$ cat src/sv/rbd_pkg.sv
// rbd_pkg: shared types, codes and defaults for the reconnect burst detector.
// No dependencies; imported by rbd_cell, rbd_head and reconnect_burst_detector.
package rbd_pkg;

  localparam int RBD_TABLE_ENTRIES = 16;

  localparam int RBD_CFG_IDX_W  = 1;
  localparam int RBD_CFG_DATA_W = 32;

  // configuration register indexes
  localparam logic [RBD_CFG_IDX_W-1:0] REG_COUNT_THRESHOLD = 1'd0;
  localparam logic [RBD_CFG_IDX_W-1:0] REG_WINDOW_SECONDS  = 1'd1;

  localparam logic [15:0] COUNT_THRESHOLD_RST = 16'd5;
  localparam logic [31:0] WINDOW_SECONDS_RST  = 32'd15;
  localparam logic [15:0] COUNT_MAX           = 16'hFFFF;

  // result outcome codes
  localparam logic [1:0] OUT_COUNTED = 2'd0;
  localparam logic [1:0] OUT_ALARM   = 2'd1;
  localparam logic [1:0] OUT_NEW     = 2'd2;
  localparam logic [1:0] OUT_DROPPED = 2'd3;

  typedef struct packed {
    logic [63:0] host_key;
    logic [31:0] event_time;
  } rbd_in_t;

  typedef struct packed {
    logic        alarm;
    logic [1:0]  outcome;
    logic [3:0]  slot;
    logic [15:0] hit_count;
  } rbd_out_t;

  typedef struct packed {
    logic        valid;
    logic [63:0] key;
    logic [15:0] count;
    logic [31:0] first_time;
  } rbd_entry_t;

  // sequencer -> head evaluator
  typedef struct packed {
    logic fill_pass;  // 0: search pass, 1: expire/fill pass
    logic done;       // request already resolved in this pass
  } rbd_head_ctl_t;

  // head evaluator -> sequencer
  typedef struct packed {
    logic        hit;    // matched (search) or filled (fill)
    logic        alarm;
    logic [15:0] count;
  } rbd_head_sts_t;

endpackage

$ cat src/sv/rbd_cell.sv
// rbd_cell: one table entry in the rotating ring of entries.
// Depends on rbd_pkg (rbd_entry_t).
module rbd_cell (
  input  logic               clk,
  input  logic               rst_n,
  input  logic               shift_en,
  input  rbd_pkg::rbd_entry_t d,
  output rbd_pkg::rbd_entry_t q
);
  import rbd_pkg::*;

  logic        valid_r;
  logic [63:0] key_r;
  logic [15:0] count_r;
  logic [31:0] first_r;

  always_ff @(posedge clk) begin
    if (!rst_n) begin
      valid_r <= 1'b0;
    end else if (shift_en) begin
      valid_r <= d.valid;
    end
  end

  // payload: only looked at while valid
  always_ff @(posedge clk) begin
    if (shift_en) begin
      key_r   <= d.key;
      count_r <= d.count;
      first_r <= d.first_time;
    end
  end

  assign q = '{valid: valid_r, key: key_r, count: count_r, first_time: first_r};

endmodule

$ cat src/sv/rbd_head.sv
// rbd_head: evaluates the entry at the head of the ring and builds its write-back.
// Depends on rbd_pkg (entry, control and status types).
module rbd_head (
  input  rbd_pkg::rbd_entry_t    head,
  input  logic [63:0]            key,
  input  logic [31:0]            now,
  input  logic [15:0]            threshold,
  input  logic [31:0]            window,
  input  rbd_pkg::rbd_head_ctl_t ctl,
  output rbd_pkg::rbd_entry_t    wb,
  output rbd_pkg::rbd_head_sts_t sts
);
  import rbd_pkg::*;

  logic [31:0] age;
  logic        in_window;
  logic        match;
  logic [15:0] cnt_inc;
  logic        burst;
  logic        expired;
  logic        take;

  assign age       = now - head.first_time;  // wraps mod 2^32
  assign in_window = (age <= window);
  assign match     = !ctl.fill_pass && !ctl.done && head.valid && (head.key == key);
  assign cnt_inc   = (head.count == COUNT_MAX) ? head.count : head.count + 16'd1;
  assign burst     = match && (cnt_inc > threshold) && in_window;
  assign expired   = ctl.fill_pass && head.valid && !in_window;
  assign take      = ctl.fill_pass && !ctl.done && (!head.valid || expired);

  always_comb begin
    wb = head;
    if (match) begin
      wb.count = cnt_inc;
    end
    if (burst || expired) begin
      wb.valid      = 1'b0;
      wb.count      = '0;
      wb.first_time = '0;
    end
    if (take) begin
      wb.valid      = 1'b1;
      wb.key        = key;
      wb.count      = 16'd1;
      wb.first_time = now;
    end
  end

  always_comb begin
    sts.hit   = match || take;
    sts.alarm = burst;
    if (take) begin
      sts.count = 16'd1;
    end else if (burst) begin
      sts.count = '0;
    end else begin
      sts.count = cnt_inc;
    end
  end

endmodule

$ cat src/sv/reconnect_burst_detector.sv
// reconnect_burst_detector: top level, a ring of entry cells, head evaluator,
// sequencer and config registers. Depends on rbd_pkg, rbd_cell, rbd_head.
//
// Reconnect burst detector. A request (host key, time in seconds) is taken
// when start is high and busy is low. The table is a ring of TABLE_ENTRIES
// cells that rotates by one entry per cycle while busy; the entry at the
// head is checked and written back at the tail, so one full rotation visits
// every entry in index order and leaves the table in place. The first
// rotation looks for the key; on a hit the count is bumped (saturating) or,
// above the threshold and within the window, an alarm is raised and the
// entry freed. On a miss a second rotation expires entries older than the
// window and places the key in the lowest free entry, else the request is
// dropped. Busy stays high through the search rotation, and through the
// fill rotation as well on a miss. The result shows on out_data for exactly
// one cycle with out_valid high, the cycle busy falls, and must be taken
// then: there is no backpressure on the result side. A new request may start
// in that same cycle. Config writes (cfg_ready is always high) belong in idle
// time only. No clearing pass is needed after reset.
module reconnect_burst_detector #(
  parameter int TABLE_ENTRIES = rbd_pkg::RBD_TABLE_ENTRIES
) (
  input  logic                                 clk,
  input  logic                                 rst_n,
  // request channel
  input  logic                                 start,
  output logic                                 busy,
  input  rbd_pkg::rbd_in_t                     in_data,
  // result channel
  output logic                                 out_valid,
  output rbd_pkg::rbd_out_t                    out_data,
  // config write channel
  input  logic                                 cfg_valid,
  output logic                                 cfg_ready,
  input  logic [rbd_pkg::RBD_CFG_IDX_W-1:0]    cfg_index,
  input  logic [rbd_pkg::RBD_CFG_DATA_W-1:0]   cfg_data
);
  import rbd_pkg::*;

  localparam int IDX_W = $clog2(TABLE_ENTRIES);
  localparam logic [IDX_W-1:0] IDX_LAST = IDX_W'(TABLE_ENTRIES - 1);

  localparam logic [1:0] ST_IDLE   = 2'd0;
  localparam logic [1:0] ST_SEARCH = 2'd1;
  localparam logic [1:0] ST_FILL   = 2'd2;

  // sequencer
  logic [1:0]       state_r, state_nxt;
  logic [IDX_W-1:0] idx_r, idx_nxt;
  logic             done_r, done_nxt;
  rbd_in_t          req_r, req_nxt;
  rbd_out_t         res_r, res_nxt;
  logic             out_valid_r, out_valid_nxt;
  rbd_out_t         out_data_r, out_data_nxt;

  // config
  logic [15:0]      thr_r;
  logic [31:0]      win_r;

  // ring
  rbd_entry_t       cell_q [TABLE_ENTRIES];
  rbd_entry_t       wb;
  logic             shift_en;
  rbd_head_ctl_t    head_ctl;
  rbd_head_sts_t    head_sts;
  logic             accept;
  logic             last;

  assign busy      = (state_r != ST_IDLE);
  assign accept    = start && !busy;
  assign shift_en  = busy;
  assign last      = (idx_r == IDX_LAST);
  assign cfg_ready = 1'b1;
  assign out_valid = out_valid_r;
  assign out_data  = out_data_r;

  // ring: cell k takes from cell k+1, the tail takes the head's write-back
  for (genvar k = 0; k < TABLE_ENTRIES; k++) begin : g_cell
    rbd_entry_t d;
    if (k == TABLE_ENTRIES - 1) begin : g_tail
      assign d = wb;
    end else begin : g_mid
      assign d = cell_q[k+1];
    end
    rbd_cell u_cell (
      .clk      (clk),
      .rst_n    (rst_n),
      .shift_en (shift_en),
      .d        (d),
      .q        (cell_q[k])
    );
  end

  assign head_ctl = '{fill_pass: (state_r == ST_FILL), done: done_r};

  rbd_head u_head (
    .head      (cell_q[0]),
    .key       (req_r.host_key),
    .now       (req_r.event_time),
    .threshold (thr_r),
    .window    (win_r),
    .ctl       (head_ctl),
    .wb        (wb),
    .sts       (head_sts)
  );

  always_comb begin
    state_nxt     = state_r;
    idx_nxt       = idx_r;
    done_nxt      = done_r;
    req_nxt       = req_r;
    res_nxt       = res_r;
    out_valid_nxt = 1'b0;
    out_data_nxt  = out_data_r;
    case (state_r)
      ST_IDLE: begin
        if (accept) begin
          state_nxt = ST_SEARCH;
          idx_nxt   = '0;
          done_nxt  = 1'b0;
          req_nxt   = in_data;
          res_nxt   = '{alarm: 1'b0, outcome: OUT_DROPPED, slot: 4'd0, hit_count: 16'd0};
        end
      end
      ST_SEARCH, ST_FILL: begin
        if (head_sts.hit) begin
          done_nxt          = 1'b1;
          res_nxt.alarm     = head_sts.alarm;
          res_nxt.slot      = 4'(idx_r);
          res_nxt.hit_count = head_sts.count;
          if (state_r == ST_FILL) begin
            res_nxt.outcome = OUT_NEW;
          end else if (head_sts.alarm) begin
            res_nxt.outcome = OUT_ALARM;
          end else begin
            res_nxt.outcome = OUT_COUNTED;
          end
        end
        idx_nxt = idx_r + 1'b1;
        if (last) begin
          idx_nxt = '0;
          if (state_r == ST_SEARCH && !done_nxt) begin
            // miss: second rotation to expire and fill
            state_nxt = ST_FILL;
            done_nxt  = 1'b0;
          end else begin
            state_nxt     = ST_IDLE;
            out_valid_nxt = 1'b1;
            out_data_nxt  = res_nxt;
          end
        end
      end
      default: begin
        state_nxt = ST_IDLE;
      end
    endcase
  end

  always_ff @(posedge clk) begin
    if (!rst_n) begin
      state_r     <= ST_IDLE;
      idx_r       <= '0;
      done_r      <= 1'b0;
      out_valid_r <= 1'b0;
    end else begin
      state_r     <= state_nxt;
      idx_r       <= idx_nxt;
      done_r      <= done_nxt;
      out_valid_r <= out_valid_nxt;
    end
  end

  always_ff @(posedge clk) begin
    req_r      <= req_nxt;
    res_r      <= res_nxt;
    out_data_r <= out_data_nxt;
  end

  // config registers
  always_ff @(posedge clk) begin
    if (!rst_n) begin
      thr_r <= COUNT_THRESHOLD_RST;
      win_r <= WINDOW_SECONDS_RST;
    end else if (cfg_valid && cfg_ready) begin
      case (cfg_index)
        REG_COUNT_THRESHOLD: thr_r <= cfg_data[15:0];
        REG_WINDOW_SECONDS:  win_r <= cfg_data[31:0];
        default: ;
      endcase
    end
  end

  // the result strobe only comes as the sequencer returns to idle
  a_out_idle: assert property (@(posedge clk) disable iff (!rst_n)
    out_valid |-> (state_r == ST_IDLE))
    else $error("result strobe while sequencer busy");

  // a whole busy rotation lies between two strobes, so strobes never touch
  a_out_pulse: assert property (@(posedge clk) disable iff (!rst_n)
    out_valid |=> !out_valid)
    else $error("result strobe longer than one cycle");

  a_alarm_code: assert property (@(posedge clk) disable iff (!rst_n)
    out_valid |-> (out_data.alarm == (out_data.outcome == OUT_ALARM)))
    else $error("alarm flag disagrees with outcome");

  a_drop_zero: assert property (@(posedge clk) disable iff (!rst_n)
    (out_valid && out_data.outcome == OUT_DROPPED) |->
      (out_data.slot == 4'd0 && out_data.hit_count == 16'd0))
    else $error("dropped request carries slot or count");

  a_accept_busy: assert property (@(posedge clk) disable iff (!rst_n)
    (start && !busy) |=> busy)
    else $error("accepted request did not raise busy");

endmodule

$ cat config.mk
export PLATFORM = sky130hd
export DESIGN_NAME = reconnect_burst_detector
export DESIGN_NICKNAME = d
export VERILOG_FILES = /design/src/sv/rbd_pkg.sv /design/src/sv/rbd_cell.sv /design/src/sv/rbd_head.sv /design/src/sv/reconnect_burst_detector.sv
export SDC_FILE = /design/constraint.sdc
export NUM_CORES = 2
export LEC_CHECK = 0
export BUFFER_PORTS_ARGS = -buffer_cell sky130_fd_sc_hd__buf_4
export CORE_MARGIN = 3
export CORE_UTILIZATION = 25
export DETAILED_ROUTE_END_ITERATION = 8
export PLACE_DENSITY = 0.44
export SYNTH_ARGS = -nofsm -noshare
export SYNTH_HDL_FRONTEND = slang
export SYNTH_SLANG_ARGS = --single-unit
$ cat constraint.sdc
create_clock -name clk -period 86.4 [get_ports clk]
set_input_delay 12.96 -clock clk [delete_from_list [all_inputs] [get_ports clk]]
set_output_delay 12.96 -clock clk [all_outputs]
set_load 0.1 [all_outputs]
==> qor.csv <==
metric,value,unit
status,"finished, final reports clean",
r2r_slack,79120,ps
numPortBuffers,157,
power-per-cell-area,26.18,nW/um^2
vias_per_cell,3.852,
setup_viol,0,
synthesis.nets,3314,
crit_fanout,49,
syn2layout_area_growth,18.46,%
skew,119.0,ps
cts_resized,0,
crit_family,buffers and inverters,
placed_area,72540,um^2
synth.cell_area,66860,um^2
core_area,265600,um^2
worst_ep_arrival_time,2330,ps
dr.pass1.iters,5,
yosys_warnings,0,
worst_pin_slew,1191,ps
critPathCaptureType,output pin,
synthTopCellsByCount,"edfxtp_1, nand2_1, inv_1",
cts.reportedPaths.clkPinSlew,60,ps
drcViolationCount,0,
final.period_utilization,17.69,%
cts_buffers,209,
io_pins,159,
cp_cell_sequence,inv_1 > ha_1 > inv_8 > buf_4,
crit_type,flop to output pin,
crit_required,73440,ps
timing.hold.ws,347.5,ps
fin_tns_setup,0,ps
yosysSeqAreaShare,89.02,%
final.min_clock_period,15290,ps
r2r_end,g_cell[15].u_cell.key_r[39],
maxSlewViolCount,0,
ir_drop,0.01925,mV
track_usage,8.133,%
critPathBufInv,3,
relSlewSlack,20.48,%
p_leak,21.43,nW
yosys.cell_types.count,68,
clock-sinks,2006,
die_area,273700,um^2
cts-root-buf,clkbuf_16,
cts_hold_buf,0,
dpl.cell_count,6768,
cts_max_path_buffers,4,
yosysMostFrequentCell,edfxtp_1,
cts_tree,built,
synth_top_cell_by_area,edfxtp_1,
ant_nets,0,
ys_async_sr_fraction,0,%
final_cell_area,79200,um^2
wl_per_cell,15.96,um
yosys_register_bits,2006,
fp.dieH,523.1,um
synth-edff-count,1934,
reg2reg_from,req_r[0],
antenna_found_initial,11,
drive_above_1_share,15.21,%
timing.max_cap.violations,0,
synth_top_cells_by_area,"edfxtp_1, dfxtp_1, ha_1",
hold_path.class,flop to flop,
dr_total_vias,27540,
dp_hpwl,67.19,mm
synth_top_area_share,86.86,%
hp-start,g_cell[6].u_cell.key_r[42],
finalHoldViolCount,0,
cts_setup_buffers,0,
first_global_vias,27280,
startpoint,state_r[1],
h-tree-depth,4,
r2r_cells,20,
rsz0062_at_grt,false,
critPathLaunchType,flop,
start_util,25.18,%
layout.cells.non_filler,7150,
grt_pass1_wl,171.0,mm
grt_max_degree,199,
fmax,65.42,MHz
num_rows,189,
wl,114.1,mm
synth_cells,3095,
critPathCapture,busy,
totalPowerFinal,2.074,mW
fp.dieW,523.1,um
crit_cells,4,
fin_nets,3665,
fillerInstances,25800,
drt_iter0_drc,2507,
gr-total-overflow,0,
gp_congestion,0.7556,
clock_latency,880,ps
critPathSlowestCell,dfxtp_1,
ys.flop_type,edfxtp_1,
avgSynthCellArea,21.60,um^2
slowest_delay,390,ps
logic make-up after synthesis:
group	share of synthesized area, %
simple gates	2.908
xor+xnor	1.428
buf+inv	0.8664
compound gates	2.663
fa+ha+maj	1.621
mux	1.491
other cells	0.005609
flops	89.02
stage by stage:
| stage | util, % | worst slack [ps] |
|---|---|---|
| detailed placement | 27.32 | 71380 |
| floorplan | - | 37550 |
| global route | 29.81 | 70930 |
| CTS | 29.81 | 70960 |
| finish | 29.82 | 71110 |
| global placement | 27.32 | 71410 |
routing by layer:
layer	vias up	track usage (%)	share of wire, %
met5	-	0	0
met4	0	2.761	3.0
met3	240	1.831	5.0
met2	553	10.90	40
met1	13970	12.71	52
li1	12780	-	-
cell usage in the layout, fill, tap and decap left out, drive strengths merged, types with 6 or more instances in the layout:
master    synthesis  routed
a211oi            6       6
a21boi           47      47
a21o             18      18
a21oi            51      51
a22o             33      33
a31oi             7       7
and2             15      15
and3             13      13
buf              11     189
bufinv            0      22
clkbuf           38     253
clkinv            0      78
clkinvlp          0       7
dfxtp            72      72
diode             0      14
edfxtp         1934    1934
ha               85      85
inv              97     105
mux2             69      69
mux2i            22      22
nand2           169     169
nand2b            9       9
nand3            29      29
nand4            31      31
nor2             51      51
nor2b            26      26
nor3             10      10
nor4             15      15
o211ai           11      11
o21a              9       9
o21ai            48      48
or3               6       6
xnor2            64      64
xor2             45      45
where the power goes:
| group | leakage, nW | switching (mW) | total, mW | internal, mW |
|---|---|---|---|---|
| Combinational | 3.76 | 0.0649 | 0.0884 | 0.0235 |
| Clock | 3.21 | 0.363 | 0.874 | 0.511 |
| Sequential | 14.5 | 0.00825 | 1.11 | 1.10 |
| Total | 21.4 | 0.436 | 2.07 | 1.64 |
state kept, by name (all words and copies together) (netlist names), 4 cells and up:
name,count
g_cell.u_cell.valid_r,16
thr_r,16
res_r,23
out_data,23
g_cell.u_cell.count_r,256
req_r,96
g_cell.u_cell.key_r,1024
win_r,32
g_cell.u_cell.first_r,512
idx_r,4
area by class of cell:
class | count | area, um^2 | share of cell area (%)
antenna | 14 | 35.03 | 0.04423
clock buffer | 253 | 5415 | 6.837
clock inverter | 115 | 1210 | 1.528
inverter | 97 | 371.6 | 0.4692
multi-input combinational | 943 | 6777 | 8.556
sequential | 2006 | 59520 | 75.15
tap | 3533 | 4420 | 5.581
timing repair buffer | 189 | 1456 | 1.839
worst min-delay path by stage:
stage | depth (start not counted) | to
3_3_place_gp | 0 | g_cell[8].u_cell.key_r[17]
2_1_floorplan | 0 | g_cell[0].u_cell.count_r[0]
5_1_grt | 0 | g_cell[3].u_cell.key_r[36]
6_report | 0 | g_cell[5].u_cell.key_r[42]
3_5_place_dp | 0 | g_cell[0].u_cell.count_r[3]
4_1_cts | 0 | g_cell[3].u_cell.key_r[36]
No activity file was read; power rests on OpenSTA's default activity.
